File: src/sv/sca_pkg.sv
// ---------------------------------------------------------------------------
// sca_pkg
// Shared types and constants for the sparse coordinate-list matrix adder.
// ---------------------------------------------------------------------------
`default_nettype none

package sca_pkg;

  // store geometry and field widths
  localparam int Depth   = 32;
  localparam int IdxW    = $clog2(Depth);
  localparam int CntW    = $clog2(Depth + 1);
  localparam int CoordW  = 10;
  localparam int ValueW  = 32;

  // input item modes
  typedef enum logic [1:0] {
    MODE_LOAD_A = 2'd0,
    MODE_LOAD_B = 2'd1,
    MODE_RUN    = 2'd2
  } mode_t;

  // result word kinds
  typedef enum logic [1:0] {
    KIND_LOAD  = 2'd0,
    KIND_ENTRY = 2'd1,
    KIND_EMPTY = 2'd2
  } kind_t;

  // controller states
  typedef enum logic [1:0] {
    ST_IDLE = 2'd0,
    ST_READ = 2'd1,
    ST_CMP  = 2'd2,
    ST_LAST = 2'd3
  } state_t;

  // one stored nonzero entry
  typedef struct packed {
    logic [CoordW-1:0] row;
    logic [CoordW-1:0] col;
    logic [ValueW-1:0] value;
  } entry_t;

  // one result word
  typedef struct packed {
    kind_t             kind;
    logic [CoordW-1:0] row;
    logic [CoordW-1:0] col;
    logic [ValueW-1:0] value;
    logic              last;
    logic              ovf;
    logic              full;
  } res_t;

  // controller to datapath commands
  typedef struct packed {
    logic load;       // append input entry to store chosen by mode
    logic run_start;  // rewind both read pointers
    logic step;       // one merge decision on the registered read data
    logic finish;     // merge done: clear counts, make empty word if needed
    logic emit_last;  // move held word to output with last set
  } cmd_t;

  // datapath to controller status
  typedef struct packed {
    logic more;       // entries left in either store
    logic blocked;    // merge step needs the output register and it is busy
    logic out_free;   // output register can take a word this cycle
  } sts_t;

endpackage

`default_nettype wire

File: src/sv/sca_in_if.sv
// ---------------------------------------------------------------------------
// sca_in_if
// Input channel: load and run words with valid/ready handshake.
// ---------------------------------------------------------------------------
`default_nettype none

interface sca_in_if;
  logic                       valid;
  logic                       ready;
  logic [1:0]                 mode;
  logic [sca_pkg::CoordW-1:0] row;
  logic [sca_pkg::CoordW-1:0] col;
  logic [sca_pkg::ValueW-1:0] value;

  modport source (output valid, output mode, output row, output col, output value,
                  input ready);
  modport sink   (input valid, input mode, input row, input col, input value,
                  output ready);
endinterface

`default_nettype wire

File: src/sv/sca_out_if.sv
// ---------------------------------------------------------------------------
// sca_out_if
// Result channel: load status and merged entries with valid/ready handshake.
// ---------------------------------------------------------------------------
`default_nettype none

interface sca_out_if;
  logic                       valid;
  logic                       ready;
  logic [1:0]                 kind;
  logic [sca_pkg::CoordW-1:0] out_row;
  logic [sca_pkg::CoordW-1:0] out_col;
  logic [sca_pkg::ValueW-1:0] out_value;
  logic                       last;
  logic                       sum_overflow;
  logic                       store_full;

  modport source (output valid, output kind, output out_row, output out_col,
                  output out_value, output last, output sum_overflow,
                  output store_full, input ready);
  modport sink   (input valid, input kind, input out_row, input out_col,
                  input out_value, input last, input sum_overflow,
                  input store_full, output ready);
endinterface

`default_nettype wire

File: src/sv/sca_dp.sv
// ---------------------------------------------------------------------------
// sca_dp
// Datapath: the two entry stores, counts, merge pointers and compare/add,
// a one-word hold register that lets the last flag be decided late, and
// the output register.
// ---------------------------------------------------------------------------
`default_nettype none

module sca_dp (
  input  wire logic                       clk,
  input  wire logic                       rst_n,
  input  wire sca_pkg::cmd_t              cmd,
  output      sca_pkg::sts_t              sts,
  input  wire logic [1:0]                 in_mode,
  input  wire logic [sca_pkg::CoordW-1:0] in_row,
  input  wire logic [sca_pkg::CoordW-1:0] in_col,
  input  wire logic [sca_pkg::ValueW-1:0] in_value,
  sca_out_if.source                       out_ch
);

  // stores and their registered read data
  sca_pkg::entry_t a_mem [sca_pkg::Depth];
  sca_pkg::entry_t b_mem [sca_pkg::Depth];
  sca_pkg::entry_t a_rd_r;
  sca_pkg::entry_t b_rd_r;

  logic [sca_pkg::CntW-1:0] a_cnt_r;
  logic [sca_pkg::CntW-1:0] b_cnt_r;
  logic [sca_pkg::CntW-1:0] ia_r;
  logic [sca_pkg::CntW-1:0] ib_r;

  logic           pend_valid_r;
  sca_pkg::res_t  pend_r;
  logic           out_valid_r;
  sca_pkg::res_t  out_r;

  logic                       to_b;
  logic [sca_pkg::CntW-1:0]   sel_cnt;
  logic                       sel_full;
  sca_pkg::entry_t            wr_entry;
  logic                       a_ok;
  logic                       b_ok;
  logic [2*sca_pkg::CoordW-1:0] key_a;
  logic [2*sca_pkg::CoordW-1:0] key_b;
  logic                       match;
  logic                       take_a;
  logic [sca_pkg::ValueW:0]   sum;
  logic                       cand_emit;
  sca_pkg::res_t              cand;
  logic                       adv_a;
  logic                       adv_b;
  logic                       push;
  sca_pkg::res_t              push_data;
  sca_pkg::res_t              load_word;
  sca_pkg::res_t              empty_word;

  // load side
  assign to_b     = (in_mode == sca_pkg::MODE_LOAD_B);
  assign sel_cnt  = to_b ? b_cnt_r : a_cnt_r;
  assign sel_full = (sel_cnt == sca_pkg::CntW'(sca_pkg::Depth));
  assign wr_entry = '{row: in_row, col: in_col, value: in_value};

  // memory write and registered read
  always_ff @(posedge clk) begin
    if (cmd.load && !sel_full && !to_b) begin
      a_mem[sel_cnt[sca_pkg::IdxW-1:0]] <= wr_entry;
    end
    if (cmd.load && !sel_full && to_b) begin
      b_mem[sel_cnt[sca_pkg::IdxW-1:0]] <= wr_entry;
    end
    a_rd_r <= a_mem[ia_r[sca_pkg::IdxW-1:0]];
    b_rd_r <= b_mem[ib_r[sca_pkg::IdxW-1:0]];
  end

  // merge decision on the registered read data
  always_comb begin
    a_ok   = (ia_r < a_cnt_r);
    b_ok   = (ib_r < b_cnt_r);
    key_a  = {a_rd_r.row, a_rd_r.col};
    key_b  = {b_rd_r.row, b_rd_r.col};
    match  = a_ok && b_ok && (key_a == key_b);
    take_a = a_ok && (!b_ok || (key_a < key_b));
    sum    = {a_rd_r.value[sca_pkg::ValueW-1], a_rd_r.value}
           + {b_rd_r.value[sca_pkg::ValueW-1], b_rd_r.value};
    cand      = '0;
    cand.kind = sca_pkg::KIND_ENTRY;
    if (match) begin
      cand_emit  = (sum != '0);
      cand.row   = a_rd_r.row;
      cand.col   = a_rd_r.col;
      cand.value = sum[sca_pkg::ValueW-1:0];
      cand.ovf   = sum[sca_pkg::ValueW] ^ sum[sca_pkg::ValueW-1];
      adv_a      = 1'b1;
      adv_b      = 1'b1;
    end else if (take_a) begin
      cand_emit  = 1'b1;
      cand.row   = a_rd_r.row;
      cand.col   = a_rd_r.col;
      cand.value = a_rd_r.value;
      adv_a      = 1'b1;
      adv_b      = 1'b0;
    end else begin
      cand_emit  = 1'b1;
      cand.row   = b_rd_r.row;
      cand.col   = b_rd_r.col;
      cand.value = b_rd_r.value;
      adv_a      = 1'b0;
      adv_b      = 1'b1;
    end
  end

  // fixed status words
  always_comb begin
    load_word      = '0;
    load_word.kind = sca_pkg::KIND_LOAD;
    load_word.full = sel_full;
    empty_word      = '0;
    empty_word.kind = sca_pkg::KIND_EMPTY;
  end

  // output push: an earlier held word, or the final one with last set
  always_comb begin
    push_data = pend_r;
    push_data.last = cmd.emit_last;
    push = (cmd.step && cand_emit && pend_valid_r) || cmd.emit_last;
  end

  // status to controller
  always_comb begin
    sts.more     = (ia_r < a_cnt_r) || (ib_r < b_cnt_r);
    sts.out_free = !out_valid_r || out_ch.ready;
    sts.blocked  = cand_emit && pend_valid_r && !sts.out_free;
  end

  // counts and read pointers
  always_ff @(posedge clk) begin
    if (!rst_n) begin
      a_cnt_r <= '0;
      b_cnt_r <= '0;
      ia_r    <= '0;
      ib_r    <= '0;
    end else begin
      if (cmd.load && !sel_full && !to_b) begin
        a_cnt_r <= a_cnt_r + 1'b1;
      end
      if (cmd.load && !sel_full && to_b) begin
        b_cnt_r <= b_cnt_r + 1'b1;
      end
      if (cmd.finish) begin
        a_cnt_r <= '0;
        b_cnt_r <= '0;
      end
      if (cmd.run_start) begin
        ia_r <= '0;
        ib_r <= '0;
      end else if (cmd.step) begin
        if (adv_a) begin
          ia_r <= ia_r + 1'b1;
        end
        if (adv_b) begin
          ib_r <= ib_r + 1'b1;
        end
      end
    end
  end

  // hold register: one word kept back until its last flag is known
  always_ff @(posedge clk) begin
    if (!rst_n) begin
      pend_valid_r <= 1'b0;
    end else if (cmd.load) begin
      pend_valid_r <= 1'b1;
      pend_r       <= load_word;
    end else if (cmd.step && cand_emit) begin
      pend_valid_r <= 1'b1;
      pend_r       <= cand;
    end else if (cmd.finish && !pend_valid_r) begin
      pend_valid_r <= 1'b1;
      pend_r       <= empty_word;
    end else if (cmd.emit_last) begin
      pend_valid_r <= 1'b0;
    end
  end

  // output register
  always_ff @(posedge clk) begin
    if (!rst_n) begin
      out_valid_r <= 1'b0;
    end else if (push) begin
      out_valid_r <= 1'b1;
      out_r       <= push_data;
    end else if (out_ch.ready) begin
      out_valid_r <= 1'b0;
    end
  end

  assign out_ch.valid        = out_valid_r;
  assign out_ch.kind         = out_r.kind;
  assign out_ch.out_row      = out_r.row;
  assign out_ch.out_col      = out_r.col;
  assign out_ch.out_value    = out_r.value;
  assign out_ch.last         = out_r.last;
  assign out_ch.sum_overflow = out_r.ovf;
  assign out_ch.store_full   = out_r.full;

endmodule

`default_nettype wire

File: src/sv/sca_ctrl.sv
// ---------------------------------------------------------------------------
// sca_ctrl
// Controller: takes input words, sequences the read/compare merge loop and
// the final word of each item.
// ---------------------------------------------------------------------------
`default_nettype none

module sca_ctrl (
  input  wire logic          clk,
  input  wire logic          rst_n,
  input  wire logic          in_valid,
  input  wire logic [1:0]    in_mode,
  output      logic          in_ready,
  input  wire sca_pkg::sts_t sts,
  output      sca_pkg::cmd_t cmd
);

  sca_pkg::state_t state_r;
  sca_pkg::state_t state_nxt;

  // state register
  always_ff @(posedge clk) begin
    if (!rst_n) begin
      state_r <= sca_pkg::ST_IDLE;
    end else begin
      state_r <= state_nxt;
    end
  end

  // next state and commands
  always_comb begin
    state_nxt = state_r;
    cmd       = '0;
    in_ready  = 1'b0;
    unique case (state_r)
      sca_pkg::ST_IDLE: begin
        in_ready = 1'b1;
        if (in_valid) begin
          unique case (in_mode) inside
            sca_pkg::MODE_LOAD_A, sca_pkg::MODE_LOAD_B: begin
              cmd.load  = 1'b1;
              state_nxt = sca_pkg::ST_LAST;
            end
            sca_pkg::MODE_RUN: begin
              cmd.run_start = 1'b1;
              state_nxt     = sca_pkg::ST_READ;
            end
            default: begin
              state_nxt = sca_pkg::ST_IDLE;
            end
          endcase
        end
      end
      sca_pkg::ST_READ: begin
        if (sts.more) begin
          state_nxt = sca_pkg::ST_CMP;
        end else begin
          cmd.finish = 1'b1;
          state_nxt  = sca_pkg::ST_LAST;
        end
      end
      sca_pkg::ST_CMP: begin
        if (!sts.blocked) begin
          cmd.step  = 1'b1;
          state_nxt = sca_pkg::ST_READ;
        end
      end
      sca_pkg::ST_LAST: begin
        if (sts.out_free) begin
          cmd.emit_last = 1'b1;
          state_nxt     = sca_pkg::ST_IDLE;
        end
      end
      default: begin
        state_nxt = sca_pkg::ST_IDLE;
      end
    endcase
  end

endmodule

`default_nettype wire

File: src/sv/sparse_coo_matrix_add_top.sv
// ---------------------------------------------------------------------------
// sparse_coo_matrix_add_top
// Sparse matrix adder over two coordinate-list stores, merged on demand.
// ---------------------------------------------------------------------------
// Load words (mode 0 or 1) append one (row, col, value) entry to store A or
// B, 32 entries each, and return one status word with last set and
// store_full set if the entry was refused. A run word (mode 2) merges both
// stores by (row, col): each merge step is a read state and then a
// compare/add state against the registered store read ports, and the run
// ends with a final read and the last word. Equal positions are summed, zero
// sums dropped, wrapped sums flagged; the last word of a run carries last,
// an empty result gives one word of kind 2, and both stores are emptied.
// Mode 3 is taken and ignored. Output backpressure stalls the merge; the
// input is taken only between items.
// ---------------------------------------------------------------------------
`default_nettype none

module sparse_coo_matrix_add_top (
  input  wire logic clk,
  input  wire logic rst_n,
  sca_in_if.sink    in_ch,
  sca_out_if.source out_ch
);

  sca_pkg::cmd_t cmd;
  sca_pkg::sts_t sts;
  logic          in_ready;

  assign in_ch.ready = in_ready;

  // controller
  sca_ctrl u_ctrl (
    .clk      (clk),
    .rst_n    (rst_n),
    .in_valid (in_ch.valid),
    .in_mode  (in_ch.mode),
    .in_ready (in_ready),
    .sts      (sts),
    .cmd      (cmd)
  );

  // datapath
  sca_dp u_dp (
    .clk      (clk),
    .rst_n    (rst_n),
    .cmd      (cmd),
    .sts      (sts),
    .in_mode  (in_ch.mode),
    .in_row   (in_ch.row),
    .in_col   (in_ch.col),
    .in_value (in_ch.value),
    .out_ch   (out_ch)
  );

endmodule

`default_nettype wire

File: src/flat_wrapper.sv
// flat-port wrapper written by rule: the top's interface ports become plain ports
module sparse_coo_matrix_add_top_flat 
  (clk, rst_n, in_ch_valid, in_ch_mode, in_ch_row, in_ch_col, in_ch_value, in_ch_ready, out_ch_valid, out_ch_kind, out_ch_out_row, out_ch_out_col, out_ch_out_value, out_ch_last, out_ch_sum_overflow, out_ch_store_full, out_ch_ready);
  sca_in_if in_ch_i ();
  sca_out_if out_ch_i ();
  input  wire logic clk;
  input  wire logic rst_n;
  input wire logic [$bits(in_ch_i.valid)-1:0] in_ch_valid;
  input wire logic [$bits(in_ch_i.mode)-1:0] in_ch_mode;
  input wire logic [$bits(in_ch_i.row)-1:0] in_ch_row;
  input wire logic [$bits(in_ch_i.col)-1:0] in_ch_col;
  input wire logic [$bits(in_ch_i.value)-1:0] in_ch_value;
  output wire logic [$bits(in_ch_i.ready)-1:0] in_ch_ready;
  output wire logic [$bits(out_ch_i.valid)-1:0] out_ch_valid;
  output wire logic [$bits(out_ch_i.kind)-1:0] out_ch_kind;
  output wire logic [$bits(out_ch_i.out_row)-1:0] out_ch_out_row;
  output wire logic [$bits(out_ch_i.out_col)-1:0] out_ch_out_col;
  output wire logic [$bits(out_ch_i.out_value)-1:0] out_ch_out_value;
  output wire logic [$bits(out_ch_i.last)-1:0] out_ch_last;
  output wire logic [$bits(out_ch_i.sum_overflow)-1:0] out_ch_sum_overflow;
  output wire logic [$bits(out_ch_i.store_full)-1:0] out_ch_store_full;
  input wire logic [$bits(out_ch_i.ready)-1:0] out_ch_ready;
  assign in_ch_i.valid = in_ch_valid;
  assign in_ch_i.mode = in_ch_mode;
  assign in_ch_i.row = in_ch_row;
  assign in_ch_i.col = in_ch_col;
  assign in_ch_i.value = in_ch_value;
  assign in_ch_ready = in_ch_i.ready;
  assign out_ch_valid = out_ch_i.valid;
  assign out_ch_kind = out_ch_i.kind;
  assign out_ch_out_row = out_ch_i.out_row;
  assign out_ch_out_col = out_ch_i.out_col;
  assign out_ch_out_value = out_ch_i.out_value;
  assign out_ch_last = out_ch_i.last;
  assign out_ch_sum_overflow = out_ch_i.sum_overflow;
  assign out_ch_store_full = out_ch_i.store_full;
  assign out_ch_i.ready = out_ch_ready;
  sparse_coo_matrix_add_top u_core (.clk(clk), .rst_n(rst_n), .in_ch(in_ch_i), .out_ch(out_ch_i));
endmodule
File: config.mk
export PLATFORM = sky130hd
export DESIGN_NAME = sparse_coo_matrix_add_top_flat
export DESIGN_NICKNAME = d
export VERILOG_FILES = /design/src/sv/sca_pkg.sv /design/src/sv/sca_in_if.sv /design/src/sv/sca_out_if.sv /design/src/sv/sca_dp.sv /design/src/sv/sca_ctrl.sv /design/src/sv/sparse_coo_matrix_add_top.sv /design/src/flat_wrapper.sv
export SDC_FILE = /design/constraint.sdc
export NUM_CORES = 2
export LEC_CHECK = 0
export ABC_AREA = 1
export BUFFER_PORTS_ARGS = -buffer_cell sky130_fd_sc_hd__buf_2
export CORE_MARGIN = 1.5
export CORE_UTILIZATION = 50
export CTS_BUF_LIST = sky130_fd_sc_hd__clkbuf_4 sky130_fd_sc_hd__clkbuf_8
export DETAILED_ROUTE_END_ITERATION = 6
export GPL_TIMING_DRIVEN = 0
export HOLD_SLACK_MARGIN = 0.08
export PLACE_DENSITY = 0.62
export REMOVE_ABC_BUFFERS = 1
export SYNTH_ARGS = -nofsm -noshare
export SYNTH_HDL_FRONTEND = slang
export SYNTH_SLANG_ARGS = --single-unit
File: constraint.sdc
create_clock -name clk -period 6.8 [get_ports clk]
set_input_delay 1.36 -clock clk [delete_from_list [all_inputs] [get_ports clk]]
set_output_delay 1.36 -clock clk [all_outputs]
set_load 0.01 [all_outputs]
Word-level counts from Yosys, hierarchy flattened:

Memories as Yosys holds them, arrays and structs flattened. A register that Yosys moved wholly into a read port is not among the register bits.
Cells that the tools add are included.

* output and inout bits: 59
* register bits after elaboration: 141
* memories: 2
* logic and storage cells: 118
* RAM bits: 3328

Memory list
* u_core.u_dp.a_mem: depth 32, width 52, rd ports 1, clocked after Yosys merged registers in 1, write ports 1, RTL line sca_dp.sv:22 `sca_pkg::entry_t a_mem [sca_pkg::Depth];`
* u_core.u_dp.b_mem: depth 32, width 52, rd ports 1, clocked after Yosys merged registers in 1, write ports 1, RTL line sca_dp.sv:23 `sca_pkg::entry_t b_mem [sca_pkg::Depth];`

* bitwise logic cells: 2
* reductions and logical operators: 36
* add/sub/neg operators: 5
* muxes and demuxes: 39
* equality and inequality tests: 10
* order comparisons: 3

Operators by type and width (count)
* 2-to-1 mux 52 bit: 2
* 2-to-1 mux 57 bit: 1
* 2-to-1 mux 56 bit: 1
* adder 32 x 32 -> 33 bit: 1
* nonzero test 33 bit: 1
* 2-to-1 mux 1 bit: 27
* adder 6 x 1 -> 6 bit, second input constant: 4
* equality test 20 bit: 1
* < comparator 20 bit: 1
* < comparator 6 bit: 2
* logical AND 1 bit: 11
* 2-to-1 mux 2 bit: 5
* case mux 2 bit (4 select lines): 1
* AND reduction 2 bit: 4
* OR reduction 2 bit: 4
* equality test 2 bit, second input constant: 3
* equality test 6 bit, second input constant: 1
* zero test 1 bit: 6
* 2-to-1 mux 6 bit: 1
* equality test 2 x 1 -> 1 bit, second input constant: 2
* zero test 2 bit: 2
* logical OR 1 bit: 4
* != test 2 bit, second input constant: 2
* case mux 2 bit (2 select lines): 1
* other kinds (7): 7

Logic depth before layout (Yosys ltp):

* depth after elaboration: 12
* mapped depth: 22
* depth with buffers taken out: 21

By module:

A second synthesis with hierarchy kept.

* cells, all modules: 10745
* area total of the unflattened synthesis: 140275.8 sq um

By module, submodules not included
* sca_dp: instances 1, area an instance 140091.9 sq um, cells each 10714
* sca_ctrl: instances 1, area an instance 183.9 sq um, cells each 31

Least setup slack after synthesis:

OpenSTA, ideal clock, no wires.

* path type: input-to-reg
* from: input port in_ch_mode[1]
* to: memory u_core.u_dp.b_mem[10][0] (netlist bit) (enable)
* path slack: 1.498 ns
* stages: 11
* data arrival time: 4.840 ns
* path buffers: 2
* path through: inv_1 > nand2_1 > buf_2 > o21ai_0 > nor3_2 > nand2_1 > nand2_1 > nor2_1 > inv_2 > buf_2 > nor2_1

* cells in the longest elaborated chain, start to end: 9
* elaborated cells on any way between the ends: 13
* those cells by class: 2 x eq/ne; 6 x mux; 5 x reduce/logical

RTL lines
* start, declared: RTL line flat_wrapper.sv:9 `input wire logic [$bits(in_ch_i.mode)-1:0] in_ch_mode;`
* equality test 2 x 1 -> 1 bit or zero test 2 bit (tied branches)
* OR reduction 2 bit: RTL line sca_ctrl.sv:39 `unique case (in_mode) inside`
* 2-to-1 mux 1 bit: RTL line sca_ctrl.sv:39
* 2-to-1 mux 2 bit: RTL line sca_ctrl.sv:38 `if (in_valid) begin`
* 2-to-1 mux 2 bit: RTL line sca_ctrl.sv:35 `unique case (state_r)`
* logical AND 1 bit (2 in series): RTL line sca_dp.sv:68 `if (cmd.load && !sel_full && to_b) begin`
* 2-to-1 mux 1 bit: RTL line sca_dp.sv:68
* 2-to-1 mux 1 bit (implied by the code): RTL line sca_dp.sv:69 `b_mem[sel_cnt[sca_pkg::IdxW-1:0]] <= wr_entry;`
* end, declared: RTL line sca_dp.sv:23

Parallel ways exist; a longest one is shown, timed or not.

==> impl_metrics.toml <==
[outcome]
status = "complete, but fails checks"
violations = "design-rule violations"

[sta]
relSlewSlack_pct = 19.78
hold_ws_ps = 401.3
worstMarginPinSlew_ps = 1199
timing.fmax_mhz = 184.6
rsz0062_at_grt = "false"
timing.final.max_slew_violations = 0
finalHoldViolations = 0
min_period_ps = 5418
setup_viol = 0
fin_worst_skew_ps = 64.45
fin_crit_sh_pct = 79.68

[global_route]
track_usage_pct = 29.18
grt_pass1_wl_mm = 608.8
grt_max_degree = 138
grt_pass1_vias = 91900
overflow = 0
antenna_found_initial = 13

[synth]
ys.flop_type = "edfxtp_1"
async_reset_ff_share_pct = 0
syn_inst = 10730
synth_area_um2 = 140200
synth-edff-count = 3441
synth_warnings = 0
ys_ff_latch = 3573
synth_top_area_share_pct = 73.71
ys_types = 45
syn_avg_cell_area_um2 = 13.06
ys_seq_area_share_pct = 75.59
synth_area_leaders = "edfxtp_1 (74%), o21ai_0 (6.4%), nor2_1 (4.9%)"
yosys.area.top_type = "edfxtp_1"

[setup_path]
path_cells = "buf_16 -> buf_16 -> buf_16 -> buf_16 -> clkinv_4 -> buf_16 -> buf_16 -> buf_16 -> buf_16 -> o21ai_0 -> o22ai_1 -> o211ai_1 -> nand3_1 -> o21ai_0 -> inv_1"
critPathLaunchType = "register"
cp_slowest_stage_delay_ps = 700
arrival_ps = 6460
cp_num_cells = 15
r2r_slack_ps = 1380
crit_type = "reg2reg"
cp_max_fo = 125
cpLargestDelayFamily = "buffers and inverters"
cp_slowest_cell = "dfxtp_4"
cp-end-kind = "register"
ff2ff_path_depth = 15
crit_top_cell = "buf_16"
required_ps = 7840
cp_num_buf_inv = 10

[detailed_routing]
vias = 94310
vias_per_cell = 6.211
first_iter_violations = 12140
wl_met1_mm = 169.1
finalWirelength_mm = 424.0
dr_wl_met2_mm = 194.6
dr.pass1.iters = 7
top_layer_used = "met5"
wl_met3_mm = 42.50
wl_per_cell_um = 27.93
ant_nets = 0
drc = 1

[final_layout]
utilization_pct = 57.72
instances_no_fill = 15180
nets = 11110
mostFrequentLayoutCell = "edfxtp_1"
area_delta_synth_final_pct = 14.93
most-common-layout-cells = "edfxtp_1 (3,441), o21ai_0 (1,785), nor2_1 (1,759), nand2_1 (914), clkbuf_8 (615)"
drive_gt1_share_pct = 12.88

[clocking]
cts_buffers = 580
cts.sinks = 3573
clk_pin_slew_worst_paths_ps = 60
cts_setup_buffers = 0
postCtsHoldBufs = 0
root_buffer = "clkbuf_8"
h-tree-depth = 6
clk_latency_ps = 1200
post_cts_resized = 0
clk_path_buf_depth = 4
cts_tree = "yes"

[floorplan]
ioPinCount = 117
die_h_um = 532.5
row_count = 194
initial_utilization_pct = 50.22
fp.dieW_um = 532.5
core_area_um2 = 279100
dieArea_um2 = 283600

[power]
p_int_uw = 35000
p_leak_uw = 0.05333
p_switching_uw = 10700
power_density_nw_per_um2 = 283.6
p_sw_share_pct = 23.41
vdd_ir_drop_max_uv = 194.2
clockPowerShare_pct = 40.6
pwr-share-comb_pct = 6.0
p_seq_share_pct = 53.4

[worst_hold_path]
hp-class = "reg2reg"
hold_depth = 0

[placed_design]
port_buffers = 116
dp_hpwl_mm = 250.1
placed_cells = 14130
finalWeightedCongestion = 0.8681

[run]
cap_violations = 0
==> cell families (layout without fill, tap and decap cells) <==
group                    count (synthesis)  after routing  share of synthesized area [%]
AO/OA/AOI/OAI                         2833           2833                          11.66
flip-flops                            3573           3573                          75.59
adder cells (fa/ha/maj)                 67             67                         0.6034
buffers and inverters                 1037           1757                          2.828
XOR/XNOR                                11             11                        0.06873
other                                    0              7                              0
AND/OR/NAND/NOR                       3211           3211                          9.244
==> state kept, by name, summed over array words and instances, names as in the netlist <==
name,cells
u_core.u_dp.a_cnt_r,6
u_core.u_dp.a_mem,1664
u_core.u_dp.a_rd_r,52
u_core.u_dp.out_ch.out_value,32
u_core.u_dp.out_ch.out_col,10
u_core.u_dp.b_cnt_r,6
u_core.u_dp.pend_r,56
u_core.u_dp.b_mem,1664
u_core.u_dp.b_rd_r,52
u_core.u_dp.ia_r,6
u_core.u_ctrl.state_r,2
u_core.u_dp.pend_valid_r,1
u_core.u_dp.out_ch.out_row,10
u_core.u_dp.out_ch.sum_overflow,1
u_core.u_dp.out_ch.last,1
u_core.u_dp.out_ch.store_full,1
u_core.u_dp.out_ch.kind,2
u_core.u_dp.ib_r,6
u_core.u_dp.out_ch.valid,1
==> worst paths after layout <==
check                                 startpoint                                   endpoint
min          u_core.u_dp.pend_r[3]$_SDFFCE_PP0P_  u_core.u_dp.out_ch.out_value[0]$_DFFE_PP_
max             u_core.u_dp.ia_r[0]$_SDFFE_PP0P_             u_core.u_dp.a_rd_r[45]$_DFF_P_
min reg2reg  u_core.u_dp.pend_r[3]$_SDFFCE_PP0P_  u_core.u_dp.out_ch.out_value[0]$_DFFE_PP_
max reg2reg     u_core.u_dp.ia_r[0]$_SDFFE_PP0P_             u_core.u_dp.a_rd_r[45]$_DFF_P_
==> Yosys cell counts (3+ instances only) <==
master,n
a21oi_1,68
a21oi_2,4
a31oi_1,31
buf_1,26
buf_2,34
buf_4,4
clkbuf_1,651
clkinv_1,7
dfxtp_1,132
edfxtp_1,3441
ha_1,66
inv_1,305
inv_2,8
nand2_1,915
nand2_2,9
nand3_1,279
nand3_2,3
nand3_4,3
nand3b_1,9
nand4_1,128
nor2_1,1824
nor2_2,15
nor3_1,16
nor3_2,3
nor4_1,3
o211ai_1,99
o21a_1,3
o21ai_0,1785
o21ai_1,4
o221ai_1,319
o22ai_1,513
xor2_1,9
==> power by group through the flow <==
stage,Combinational [uW],Sequential [uW],Clock [uW]
CTS,2700,24400,18800
finish,2730,24400,18600
global route,3000,24400,19700
detailed placement,2680,24900,0
floorplan,1560,24900,0
global placement,2510,25100,0
==> stage by stage <==
stage	area (um^2)	setup WS [ps]	setup TNS, ps	power (uW)
after floorplan	137400	-26490	-4408750	26490
after global placement	142700	-60250	-	27640
after detailed placement	149500	1424	0	27550
after CTS	161100	1581	0	45860
after global routing	161100	1119	0	47150
final	161100	1382	0	45700
==> per-layer routing <==
metal / GRT usage, % / vias up
met1: 40.81 / 47380
met4: 12.36 / 4
li1: - / 40520
met2: 45.34 / 5427
met5: 0 / -
met3: 5.045 / 971
==> layout make-up <==
| class | instances | area, um^2 |
|---|---|---|
| antenna | 7 | 17.52 |
| clock buffer | 859 | 10300 |
| clock inverter | 189 | 1310 |
| fill | 21820 | 118000 |
| inverter | 320 | 1275 |
| multi-input combinational | 6122 | 30750 |
| sequential | 3573 | 106000 |
| tap | 3724 | 4659 |
| timing repair buffer | 389 | 6807 |
Note: power is estimated with default switching activity, not from simulation.
